$ cat src/sv/fdc_pkg.sv
// Shared types, constants and the CRC16 byte update for the frame deframer.
// No dependencies; imported by every module of the block except fdc_ram.
`timescale 1ns / 1ps
`default_nettype none

package fdc_pkg;

	localparam int MAX_PAYLOAD = 32;
	localparam int PAY_AW      = 5;
	localparam int LEN_W       = 6;
	localparam int TDATA_W     = 32;

	localparam logic [15:0] CRC_POLY = 16'h1021;
	localparam logic [15:0] CRC_INIT = 16'h0000;
	localparam logic [7:0]  SYNC_RST = 8'h02;

	typedef enum logic [2:0] {
		ST_SYNC,
		ST_LEN,
		ST_TYPE,
		ST_PAYLOAD,
		ST_CRC_H,
		ST_CRC_L,
		ST_DRAIN
	} fdc_state_t;

	typedef struct packed {
		logic load_len;
		logic load_type;
		logic take_byte;
		logic load_crc_h;
		logic start_drain;
		logic issue;
	} fdc_cmd_t;

	typedef struct packed {
		logic is_sync;
		logic len_too_big;
		logic len_zero;
		logic payload_done;
		logic crc_ok;
		logic issue_ok;
		logic drain_last;
	} fdc_status_t;

	function automatic logic [15:0] crc_add(input logic [15:0] crc, input logic [7:0] b);
		logic [15:0] c;
		c = crc ^ {b, 8'h00};
		for (int i = 0; i < 8; i++) begin
			if (c[15]) begin
				c = {c[14:0], 1'b0} ^ CRC_POLY;
			end else begin
				c = {c[14:0], 1'b0};
			end
		end
		return c;
	endfunction

endpackage

`default_nettype wire

$ cat src/sv/fdc_ram.sv
// Generic single-write, single-read RAM with registered read data.
// No dependencies.
`timescale 1ns / 1ps
`default_nettype none

module fdc_ram #(
	parameter int WIDTH = 8,
	parameter int DEPTH = 32
) (
	input  wire logic                     clk,
	input  wire logic                     we,
	input  wire logic [$clog2(DEPTH)-1:0] waddr,
	input  wire logic [WIDTH-1:0]         wdata,
	input  wire logic                     re,
	input  wire logic [$clog2(DEPTH)-1:0] raddr,
	output      logic [WIDTH-1:0]         rdata
);

	logic [WIDTH-1:0] mem_q [DEPTH];
	logic [WIDTH-1:0] rdata_q;

	always_ff @(posedge clk) begin
		if (we) begin
			mem_q[waddr] <= wdata;
		end
		if (re) begin
			rdata_q <= mem_q[raddr];
		end
	end

	assign rdata = rdata_q;

endmodule

`default_nettype wire

$ cat src/sv/fdc_ctrl.sv
// Frame parser state machine: walks sync, length, type, payload, CRC and drain.
// Depends on fdc_pkg; drives fdc_dp through command and status structs.
`timescale 1ns / 1ps
`default_nettype none

module fdc_ctrl
	import fdc_pkg::*;
(
	input  wire logic        clk,
	input  wire logic        arst_n,
	input  wire logic        s_tvalid,
	output      logic        s_tready,
	input  wire fdc_status_t sts,
	output      fdc_cmd_t    cmd
);

	fdc_state_t state_q, state_d;
	logic       accept;

	always_ff @(posedge clk or negedge arst_n) begin
		if (!arst_n) begin
			state_q <= ST_SYNC;
		end else begin
			state_q <= state_d;
		end
	end

	assign s_tready = (state_q != ST_DRAIN);
	assign accept   = s_tvalid && s_tready;

	always_comb begin
		state_d = state_q;
		cmd     = '0;
		case (state_q)
			ST_SYNC: begin
				if (accept && sts.is_sync) begin
					state_d = ST_LEN;
				end
			end
			ST_LEN: begin
				if (accept) begin
					if (sts.len_too_big) begin
						state_d = ST_SYNC;
					end else begin
						cmd.load_len = 1'b1;
						state_d      = ST_TYPE;
					end
				end
			end
			ST_TYPE: begin
				if (accept) begin
					cmd.load_type = 1'b1;
					state_d       = sts.len_zero ? ST_CRC_H : ST_PAYLOAD;
				end
			end
			ST_PAYLOAD: begin
				if (accept) begin
					cmd.take_byte = 1'b1;
					if (sts.payload_done) begin
						state_d = ST_CRC_H;
					end
				end
			end
			ST_CRC_H: begin
				if (accept) begin
					cmd.load_crc_h = 1'b1;
					state_d        = ST_CRC_L;
				end
			end
			ST_CRC_L: begin
				if (accept) begin
					if (sts.crc_ok) begin
						cmd.start_drain = 1'b1;
						state_d         = ST_DRAIN;
					end else begin
						state_d = ST_SYNC;
					end
				end
			end
			ST_DRAIN: begin
				if (sts.issue_ok) begin
					cmd.issue = 1'b1;
					if (sts.drain_last) begin
						state_d = ST_SYNC;
					end
				end
			end
			default: begin
				state_d = ST_SYNC;
			end
		endcase
	end

endmodule

`default_nettype wire

$ cat src/sv/fdc_dp.sv
// Deframer datapath: frame fields, running CRC, payload store, read stage
// and output register. Depends on fdc_pkg and fdc_ram.
`timescale 1ns / 1ps
`default_nettype none

module fdc_dp
	import fdc_pkg::*;
(
	input  wire logic               clk,
	input  wire logic               arst_n,
	input  wire logic               cfg_valid,
	input  wire logic [7:0]         cfg_data,
	input  wire logic [7:0]         s_tdata,
	input  wire fdc_cmd_t           cmd,
	output      fdc_status_t        sts,
	output      logic               m_tvalid,
	input  wire logic               m_tready,
	output      logic [TDATA_W-1:0] m_tdata, // pkt_type, pkt_len, byte_index, data_byte
	output      logic               m_tuser, // has_data
	output      logic               m_tlast
);

	logic [7:0]       sync_q;
	logic [LEN_W-1:0] frame_length_q;
	logic [7:0]       frame_type_q;
	logic [LEN_W-1:0] bytes_taken_q;
	logic [7:0]       crc_high_q;
	logic [15:0]      crc_q;
	logic [PAY_AW-1:0] rd_idx_q;

	logic              s1_valid_q;
	logic [7:0]        type_s1;
	logic [LEN_W-1:0]  len_s1;
	logic [PAY_AW-1:0] idx_s1;
	logic              has_data_s1;
	logic              last_s1;

	logic              out_valid_q;
	logic [7:0]        out_type_q;
	logic [LEN_W-1:0]  out_len_q;
	logic [PAY_AW-1:0] out_idx_q;
	logic [7:0]        out_data_q;
	logic              out_has_q;
	logic              out_last_q;

	logic [7:0]  ram_rdata;
	logic        out_load;
	logic [15:0] crc_next;
	logic [15:0] crc_base;

	fdc_ram #(
		.WIDTH(8),
		.DEPTH(MAX_PAYLOAD)
	) u_ram (
		.clk  (clk),
		.we   (cmd.take_byte),
		.waddr(bytes_taken_q[PAY_AW-1:0]),
		.wdata(s_tdata),
		.re   (cmd.issue),
		.raddr(rd_idx_q),
		.rdata(ram_rdata)
	);

	assign crc_base = cmd.load_len ? CRC_INIT : crc_q;
	assign crc_next = crc_add(crc_base, s_tdata);
	assign out_load = s1_valid_q && (!out_valid_q || m_tready);

	always_comb begin
		sts              = '0;
		sts.is_sync      = (s_tdata == sync_q);
		sts.len_too_big  = (s_tdata > 8'(MAX_PAYLOAD));
		sts.len_zero     = (frame_length_q == '0);
		sts.payload_done = ((bytes_taken_q + LEN_W'(1)) >= frame_length_q);
		sts.crc_ok       = ({crc_high_q, s_tdata} == crc_q);
		sts.issue_ok     = !s1_valid_q || out_load;
		sts.drain_last   = (bytes_taken_q == '0) ||
		                   ((LEN_W'(rd_idx_q) + LEN_W'(1)) == bytes_taken_q);
	end

	always_ff @(posedge clk or negedge arst_n) begin
		if (!arst_n) begin
			sync_q <= SYNC_RST;
		end else if (cfg_valid) begin
			sync_q <= cfg_data;
		end
	end

	always_ff @(posedge clk) begin
		if (cmd.load_len) begin
			frame_length_q <= s_tdata[LEN_W-1:0];
		end
		if (cmd.load_type) begin
			frame_type_q  <= s_tdata;
			bytes_taken_q <= '0;
		end
		if (cmd.take_byte) begin
			bytes_taken_q <= bytes_taken_q + LEN_W'(1);
		end
		if (cmd.load_len || cmd.load_type || cmd.take_byte) begin
			crc_q <= crc_next;
		end
		if (cmd.load_crc_h) begin
			crc_high_q <= s_tdata;
		end
		if (cmd.start_drain) begin
			rd_idx_q <= '0;
		end else if (cmd.issue) begin
			rd_idx_q <= rd_idx_q + PAY_AW'(1);
		end
	end

	always_ff @(posedge clk or negedge arst_n) begin
		if (!arst_n) begin
			s1_valid_q  <= 1'b0;
			out_valid_q <= 1'b0;
		end else begin
			if (cmd.issue) begin
				s1_valid_q <= 1'b1;
			end else if (out_load) begin
				s1_valid_q <= 1'b0;
			end
			if (out_load) begin
				out_valid_q <= 1'b1;
			end else if (m_tready) begin
				out_valid_q <= 1'b0;
			end
		end
	end

	always_ff @(posedge clk) begin
		if (cmd.issue) begin
			type_s1     <= frame_type_q;
			len_s1      <= bytes_taken_q;
			idx_s1      <= rd_idx_q;
			has_data_s1 <= (bytes_taken_q != '0);
			last_s1     <= sts.drain_last;
		end
		if (out_load) begin
			out_type_q <= type_s1;
			out_len_q  <= len_s1;
			out_idx_q  <= idx_s1;
			out_data_q <= has_data_s1 ? ram_rdata : 8'h00;
			out_has_q  <= has_data_s1;
			out_last_q <= last_s1;
		end
	end

	assign m_tvalid = out_valid_q;
	assign m_tdata  = {5'b0, out_data_q, out_idx_q, out_len_q, out_type_q};
	assign m_tuser  = out_has_q;
	assign m_tlast  = out_last_q;

endmodule

`default_nettype wire

$ cat src/sv/frame_deframer_crc16_check_core.sv
// Frame deframer with CRC16 check: one received byte per beat, one result per cycle
// unless m_tready stalls. Input takes a byte every cycle except while a good frame
// drains out. Results pass the read stage and output register; N payload results
// (or one empty result) leave one per cycle from the payload RAM's single read port.
// Asynchronous active-low reset returns to sync hunting with sync byte 0x02.
`timescale 1ns / 1ps
`default_nettype none

module frame_deframer_crc16_check_core
	import fdc_pkg::*;
(
	input  wire logic               clk,
	input  wire logic               arst_n,
	input  wire logic               cfg_valid,
	output      logic               cfg_ready,
	input  wire logic [7:0]         cfg_data,  // sync_byte
	input  wire logic               s_tvalid,
	output      logic               s_tready,
	input  wire logic [7:0]         s_tdata,   // rx_byte
	output      logic               m_tvalid,
	input  wire logic               m_tready,
	output      logic [TDATA_W-1:0] m_tdata,   // pkt_type[7:0], pkt_len[13:8],
	                                           // byte_index[18:14], data_byte[26:19]
	output      logic               m_tuser,   // has_data
	output      logic               m_tlast
);

	fdc_cmd_t    cmd;
	fdc_status_t sts;

	assign cfg_ready = 1'b1;

	fdc_ctrl u_ctrl (
		.clk     (clk),
		.arst_n  (arst_n),
		.s_tvalid(s_tvalid),
		.s_tready(s_tready),
		.sts     (sts),
		.cmd     (cmd)
	);

	fdc_dp u_dp (
		.clk      (clk),
		.arst_n   (arst_n),
		.cfg_valid(cfg_valid),
		.cfg_data (cfg_data),
		.s_tdata  (s_tdata),
		.cmd      (cmd),
		.sts      (sts),
		.m_tvalid (m_tvalid),
		.m_tready (m_tready),
		.m_tdata  (m_tdata),
		.m_tuser  (m_tuser),
		.m_tlast  (m_tlast)
	);

endmodule

`default_nettype wire

$ cat config.mk
export PLATFORM = sky130hd
export DESIGN_NAME = frame_deframer_crc16_check_core
export DESIGN_NICKNAME = d
export VERILOG_FILES = /design/src/sv/fdc_pkg.sv /design/src/sv/fdc_ram.sv /design/src/sv/fdc_ctrl.sv /design/src/sv/fdc_dp.sv /design/src/sv/frame_deframer_crc16_check_core.sv
export SDC_FILE = /design/constraint.sdc
export NUM_CORES = 1
export LEC_CHECK = 0
export ABC_AREA = 0
export ABC_CLOCK_PERIOD_IN_PS = 4650
export BUFFER_PORTS_ARGS = -buffer_cell sky130_fd_sc_hd__buf_2
export CAP_MARGIN = 20
export CORE_MARGIN = 3
export CORE_UTILIZATION = 30
export CTS_CLUSTER_SIZE = 8
export DETAILED_ROUTE_END_ITERATION = 10
export MAX_ROUTING_LAYER = met4
export PLACE_DENSITY_LB_ADDON = 0.25
export SLEW_MARGIN = 20
export SYNTH_ARGS = -nofsm -noshare
export SYNTH_HDL_FRONTEND = slang
export SYNTH_HIERARCHICAL = 1
export SYNTH_SLANG_ARGS = --single-unit
$ cat constraint.sdc
create_clock -name clk -period 4.65 [get_ports clk]
set_input_delay 0.93 -clock clk [delete_from_list [all_inputs] [get_ports clk]]
set_output_delay 0.93 -clock clk [all_outputs]
set_load 0.1 [all_outputs]
==> flow_metrics.tcl, run 1 <==
set metrics [dict create \
    grtUsageTotal_pct 12.56 \
    cts.sinks 376 \
    reg2reg_depth 9 \
    cp-start-kind "input pin" \
    use_met1_pct 17.51 \
    relSlewSlack_pct 37.99 \
    drtIter0Drc 470 \
    final_hold_viol_count 0 \
    die_h_um 230.0 \
    drc 0 \
    clockPowerShare_pct 33.0 \
    grt_pass1_wl_um 48570 \
    fin_hold_ws_ns 0.2449 \
    netlist_area_um2 15060 \
    antenna_found_initial 2 \
    area_delta_synth_final_pct 16.91 \
    hpwl_um 19140 \
    place.gp.congestion 0.7377 \
    die_area_um2 52910 \
    synth-edff-count 358 \
    skew_ns 0.02470 \
    portBuffers 51 \
    clkLatencyLatePin_ns 0.57 \
    path_class "input pin to flip-flop" \
    crit_fanout 13 \
    ctsResizeCount 0 \
    grt_overflow 0 \
    grtUsageMet2_pct 18.85 \
    synth_seq_cells 376 \
    cts_hold_buf 0 \
    min_path_type "input pin to async pin" \
    arrival_ns 3.54 \
    post_cts_buffers 0 \
    leakage_nw 5.655 \
    clock_path_buffers 3 \
    peakVddDrop_v 0.0002683 \
    vias_per_cell 4.592 \
    synth.area.top_cells "edfxtp_1 71%, mux4_2 12%, xnor2_1 3.4%" \
    row_count 81 \
    combPwrFrac_pct 24.8 \
    fin_util_pct 35.74 \
    worst_pin_slew_ns 0.9267 \
    grt_max_degree 62 \
    r2r-start "u_dp/bytes_taken_q[2]$_SDFFCE_PN0P_" \
    status "completed" \
    nets 889 \
    clkTransAtPathRegs_ns 0.05 \
    wire_per_inst_um 20.75 \
    maxCapViolations 0 \
    required_ns 4.95 \
    rsz0062_at_grt "false" \
    htree_levels 2 \
    ioPinCount 58 \
    switching_share_pct 28.94 \
    setup_violations 0 \
    setup_tns_ns 0 \
    finalCritPeriodShare_pct 69.86 \
    rr_endpoint "u_ctrl/state_q[2]$_DFFE_PN0P_" \
    seq_power_share_pct 42.2 \
    first_global_vias 7355 \
    busiest_layer "met2" \
    startpoint "s_tdata[2]" \
    endpoint_kind "flip-flop" \
    powerDensity_nw_per_um2 579.8 \
    num_vias 7108 \
    synth_seq_area_share_pct 74.23 \
    wl_um 32130 \
    synthCells 762 \
    core_um2 49250 \
    drv_slew 0 \
    ant_nets 0 \
    max_freq_mhz 307.8 \
    ys_async_sr_fraction_pct 3.457 \
    dr.pass1.iters 5 \
    cts-root-buf "clkbuf_16" \
    synth_cell_types 49 \
    drive_gt1_share_pct 27.41 \
    switchingPower_mw 2.953 \
    synthFlopType "edfxtp_1" \
    synth_top_cell_area_share_pct 71.40 \
    synth_top_area_cell "edfxtp_1" \
    ys_warn_count 6 \
    start_util_pct 30.57 \
    p_total_mw 10.21 \
    internal-power_mw 7.252 \
    rrSetupSlack_ns 1.76 \
    synthTopCellsByCount "358 x edfxtp_1, 80 x mux4_2, 59 x xnor2_1" \
    die_w_um 230.0 \
    cts_tree "built" \
    syn_area_per_cell_um2 19.76 \
    synth.most_common_cell "edfxtp_1" \
    fin_crit_ns 3.249 \
    cts_made_buffers 52 \
    grt_util_met3_pct 2.019 \
    crit_end "u_dp/crc_q[14]$_DFFE_PP_" \
]
[worst max-delay path: stages]
cell,delay [ns]
buf_2,0.10
or4_1,0.56
o21ai_0,0.27
nand2_1,0.13
nor3_2,0.73
buf_4,0.32
nor2_1,0.07
xnor2_1,0.31
xnor2_1,0.12
[flip-flops by register name, indices dropped and copies added (netlist names), 8 cells and up]
| signal | count |
|---|---|
| u_dp/u_ram/mem_q | 256 |
| u_dp/crc_q | 16 |
| u_dp/crc_high_q | 8 |
| u_dp/frame_type_q | 8 |
| u_dp/out_data_q | 8 |
| u_dp/out_type_q | 8 |
| u_dp/sync_q | 8 |
| u_dp/type_s1 | 8 |
| u_dp/u_ram/rdata | 8 |
[cells by family (layout without fill, tap and decap cells)]
| group | Yosys count | after routing | synth area share [%] |
|---|---|---|---|
| muxes | 100 | 100 | 13.46 |
| adders and majority gates | 9 | 9 | 0.7479 |
| AOI/OAI and AO/OA | 16 | 16 | 0.7230 |
| buffers and inverters | 47 | 164 | 1.679 |
| other | 2 | 7 | 0.04988 |
| xor gates and xnor gates | 70 | 70 | 4.172 |
| DFF | 376 | 376 | 74.23 |
| and+or+nand+nor | 142 | 142 | 4.936 |
[per-stage QoR]
step                      cell area [µm²]  worst slack, ns  instances
after CTS                           17600            1.480       1547
after global routing                17600            1.189       1548
after floorplan                     15070           0.9704        766
after global placement              16160           0.9357       1469
after detailed placement            16160           0.8737       1469
final                               17600            1.401       1548
[placed cells by master, fill, tap and decap left out, types with 3 or more instances in the layout]
cell / instances
clkbuf_16: 52
mux2_2: 16
clkbuf_1: 23
nand4_1: 8
dfrtp_1: 12
inv_1: 12
mux2i_1: 3
and2_1: 15
or3b_2: 3
mux4_2: 80
nor2_1: 53
nor2b_1: 10
edfxtp_1: 358
a21oi_1: 3
buf_4: 21
ha_1: 9
xnor2_1: 59
dfxtp_1: 3
clkinv_8: 3
buf_2: 51
conb_1: 6
nand3_1: 8
nand3b_1: 6
xor2_1: 9
nand2b_1: 10
nand2_1: 12
or3_1: 3
[worst min-delay path by stage]
stage                                             end  slack (ns)
final                       u_dp/m_tvalid$_DFFE_PN0P_        0.24
after global placement    u_dp/out_idx_q[2]$_DFFE_PP_        0.40
after global routing        u_dp/m_tvalid$_DFFE_PN0P_        0.26
after CTS                   u_dp/m_tvalid$_DFFE_PN0P_        0.22
after floorplan                u_dp/m_tlast$_DFFE_PP_        0.40
after detailed placement    u_dp/type_s1[6]$_DFFE_PP_        0.41
[power groups by stage]
stage / Clock [mW] / Combinational (mW) / Sequential, mW
after floorplan: 0 / 1.79 / 4.48
after global placement: 0 / 2.57 / 4.37
after detailed placement: 0 / 2.58 / 4.37
after CTS: 3.46 / 2.58 / 4.31
after global routing: 3.60 / 2.73 / 4.33
final: 3.37 / 2.53 / 4.30
[cell type report]
cell class | instances | area (µm²)
Clock inverter | 3 | 48.80
Timing Repair Buffer | 74 | 452.9
Multi-Input combinational cell | 343 | 3654
Tap cell | 664 | 830.8
Sequential cell | 376 | 11180
Inverter | 12 | 45.04
Clock buffer | 75 | 1388
Fill cell | 4598 | 31650
Antenna cell | 1 | 2.502
[metal layers]
metal | share of wire [%] | vias up
met4 | 2.8 | 0
met3 | 4.4 | 66
met2 | 46 | 167
met1 | 47 | 3704
met5 | 0 | -
li1 | - | 3171
Power figures use the tool's default switching activity.
==> run 2: changes to the inputs <==
--- a/config.mk
+++ b/config.mk
@@ -5,8 +5,8 @@
 export SDC_FILE = /design/constraint.sdc
 export NUM_CORES = 1
 export LEC_CHECK = 0
-export ABC_AREA = 0
-export ABC_CLOCK_PERIOD_IN_PS = 4650
+export ABC_AREA = 1
+export ABC_CLOCK_PERIOD_IN_PS = 2620
 export BUFFER_PORTS_ARGS = -buffer_cell sky130_fd_sc_hd__buf_2
 export CAP_MARGIN = 20
 export CORE_MARGIN = 3
==> constraint.sdc (replaced) <==
create_clock -name clk -period 2.62 [get_ports clk]
set_input_delay 0.524 -clock clk [delete_from_list [all_inputs] [get_ports clk]]
set_output_delay 0.524 -clock clk [all_outputs]
set_load 0.1 [all_outputs]
==> flow_metrics.tcl, run 2 <==
set metrics [dict create \
    status "completed" \
    fin_hold_ws_ns 0.1477 \
    fin_crit_ns 2.367 \
    cts-root-buf "clkbuf_16" \
    relSlewSlack_pct 47.64 \
    ant_nets 0 \
    synth.area.top_cells "edfxtp_1 67%, nand2_1 11%, nand3_1 7.1%" \
    layout_commonest_cell "nand2_1" \
    maxCapViolations 0 \
    ioPinCount 58 \
    largest_register_ffs 256 \
    cp-start-kind "flip-flop" \
    drive_gt1_share_pct 15.19 \
    die_area_um2 56100 \
    die_w_um 236.9 \
    cts_tree "built" \
    required_ns 2.10 \
    hpwl_um 23870 \
    synth_top_area_cell "edfxtp_1" \
    clkLatencyLatePin_ns 0.60 \
    endpoint_kind "primary output" \
    place.gp.congestion 0.7983 \
    rr_endpoint "u_ctrl/state_q[2]$_DFFE_PN0P_" \
    drtIter0Drc 820 \
    rsz0062_at_grt "false" \
    fill_cells 5067 \
    clkTransAtPathRegs_ns 0.06 \
    peakVddDrop_v 0.0003949 \
    dr.pass1.iters 5 \
    hold_start "cfg_data[0]" \
    wl_um 39470 \
    seq_area_um2 11180 \
    core_um2 52030 \
    drv_slew 0 \
    grt_pass1_wl_um 60550 \
    setup_tns_ns 0 \
    final_hold_viol_count 0 \
    first_global_vias 9836 \
    grt_max_degree 130 \
    synth-edff-count 358 \
    synth_seq_cells 376 \
    path_class "flip-flop to primary output" \
    synth_cell_types 40 \
    netlist_area_um2 15990 \
    reg2reg_depth 14 \
    max_freq_mhz 422.5 \
    final_cell_mix "454 x nand2_1, 358 x edfxtp_1, 226 x nand3_1, 77 x buf_4, 62 x inv_1" \
    critPathSlowestCell "dfrtp_1" \
    ys_async_sr_fraction_pct 3.457 \
    synthCells 1365 \
    synth.most_common_cell "nand2_1" \
    grt_overflow 0 \
    antenna_found_initial 4 \
    arrival_ns 1.84 \
    placedInstanceArea_um2 17290 \
    cts_made_buffers 53 \
    row_count 83 \
    synthTopCellsByCount "454 x nand2_1, 358 x edfxtp_1, 226 x nand3_1" \
    min_path_type "input pin to flip-flop" \
    powerDensity_nw_per_um2 822.0 \
    largest_register "u_dp/u_ram/mem_q" \
    clock_path_buffers 3 \
    multi_input_area_um2 4096 \
    worst_pin_slew_ns 0.7854 \
    synthFlopType "edfxtp_1" \
    nets 1525 \
    rrSetupSlack_ns 0.29 \
    num_vias 10130 \
    synth_top_cell_area_share_pct 67.24 \
    start_util_pct 30.73 \
    leakage_nw 7.173 \
    p_total_mw 15.48 \
    diodes 0 \
    cts.sinks 376 \
    finalCritPeriodShare_pct 90.34 \
    cpPeakStageDelay_ns 0.53 \
    vias_per_cell 4.602 \
    crit_fanout 9 \
    syn_area_per_cell_um2 11.71 \
    path_cells "inv_2 -> nand3_2 -> buf_2" \
    crit_end "s_tready" \
    die_h_um 236.9 \
    htree_levels 2 \
    r2r-start "u_dp/bytes_taken_q[0]$_SDFFCE_PN0P_" \
    skew_ns 0.02852 \
    synth_seq_area_share_pct 69.91 \
    area_delta_synth_final_pct 17.80 \
    grtUsageTotal_pct 14.42 \
    wire_per_inst_um 17.93 \
    postLayoutCellArea_um2 18830 \
    reg_top3 "u_dp/u_ram/mem_q x256, u_dp/crc_q x16" \
    startpoint "u_ctrl/state_q[0]$_DFFE_PN0P_" \
    portBuffers 51 \
    drc 0 \
    ys_warn_count 6 \
    setup_violations 0 \
]
-- run 2: cell types whose count changed in the layout (fill, tap and decap cells not counted), sizes merged, moves of 12 or more --
cell and change:
and2 -15, nand2 +450, nand3 +221, nor2b -12, inv +56, buf +59
xnor2 -38, mux4 -80
-- run 2: repair_timing --
item | CTS | global route
resized for setup | 0 | 1
endpoints found under the setup margin | 0 | 3
hold endpoints to repair | 12 | 0
hold buffers | 1 | 0
setup buffers | 0 | 3
-- run 2: power breakdown --
group | leakage, nW | internal, mW | total (mW) | switching, mW
sequential | 3.43 | 6.83 | 6.98 | 0.152
clock | 0.720 | 3.73 | 6.20 | 2.47
combinational | 3.02 | 0.700 | 2.30 | 1.60
-- run 2: worst min path at each step --
stage / to / slack [ns] / cells after the start
2_1_floorplan: u_ctrl/state_q[0]$_DFFE_PN0P_ / 0.23 / 0
3_3_place_gp: u_dp/out_idx_q[1]$_DFFE_PP_ / 0.40 / 0
3_5_place_dp: u_dp/out_len_q[1]$_DFFE_PP_ / 0.40 / 0
4_1_cts: u_dp/sync_q[0]$_DFFE_PN0P_ / 0.12 / 3
5_1_grt: u_dp/sync_q[0]$_DFFE_PN0P_ / 0.14 / 3
6_report: u_dp/sync_q[0]$_DFFE_PN0P_ / 0.15 / 3
-- run 2: critical path, delay by kind of cell (launching register included) --
family                 cells  cell delay [ns]
AND/OR/NAND/NOR            1             0.17
buffers and inverters      2             0.55
flip-flops                 1             0.53
-- run 2: stage by stage --
stage	instances	setup slack, ns	utilization, %
3_3_place_gp	2116	-0.01564	33.24
5_1_grt	2201	0.04107	36.20
6_report	2201	0.2532	36.20
3_5_place_dp	2116	-0.06253	33.24
4_1_cts	2198	0.1413	36.14
2_1_floorplan	1369	0.02878	-
-- run 2: cell families (layout without fill, tap and decap cells) --
group | count (synthesis) | count (layout) | share of synthesized area, %
adder cells (fa/ha/maj) | 9 | 9 | 0.7043
other | 2 | 6 | 0.04697
AO/OA/AOI/OAI | 24 | 24 | 0.8764
flip-flops | 376 | 376 | 69.91
XOR/XNOR | 42 | 42 | 2.676
AND/OR/NAND/NOR | 775 | 775 | 20.64
buffers and inverters | 131 | 283 | 4.727
multiplexers | 6 | 6 | 0.4226
-- run 2: routing by layer --
| layer | wire length [µm] | part of all wire (%) | up-vias | GRT usage [%] |
|---|---|---|---|---|
| li1 | - | - | 4927 | - |
| met1 | 18340 | 46 | 4925 | 19.53 |
| met2 | 18640 | 47 | 206 | 22.42 |
| met3 | 1620 | 4.1 | 72 | 2.457 |
| met4 | 860 | 2.2 | 0 | 4.032 |
| met5 | 0 | 0 | - | - |
-- run 2: final cells by class --
cell class | instances | area share, %
timing repair buffer | 134 | 5.009
inverter | 68 | 1.375
tap | 680 | 4.518
multi-input combinational | 862 | 21.75
clock buffer | 77 | 7.574
sequential | 376 | 59.37
clock inverter | 4 | 0.3986
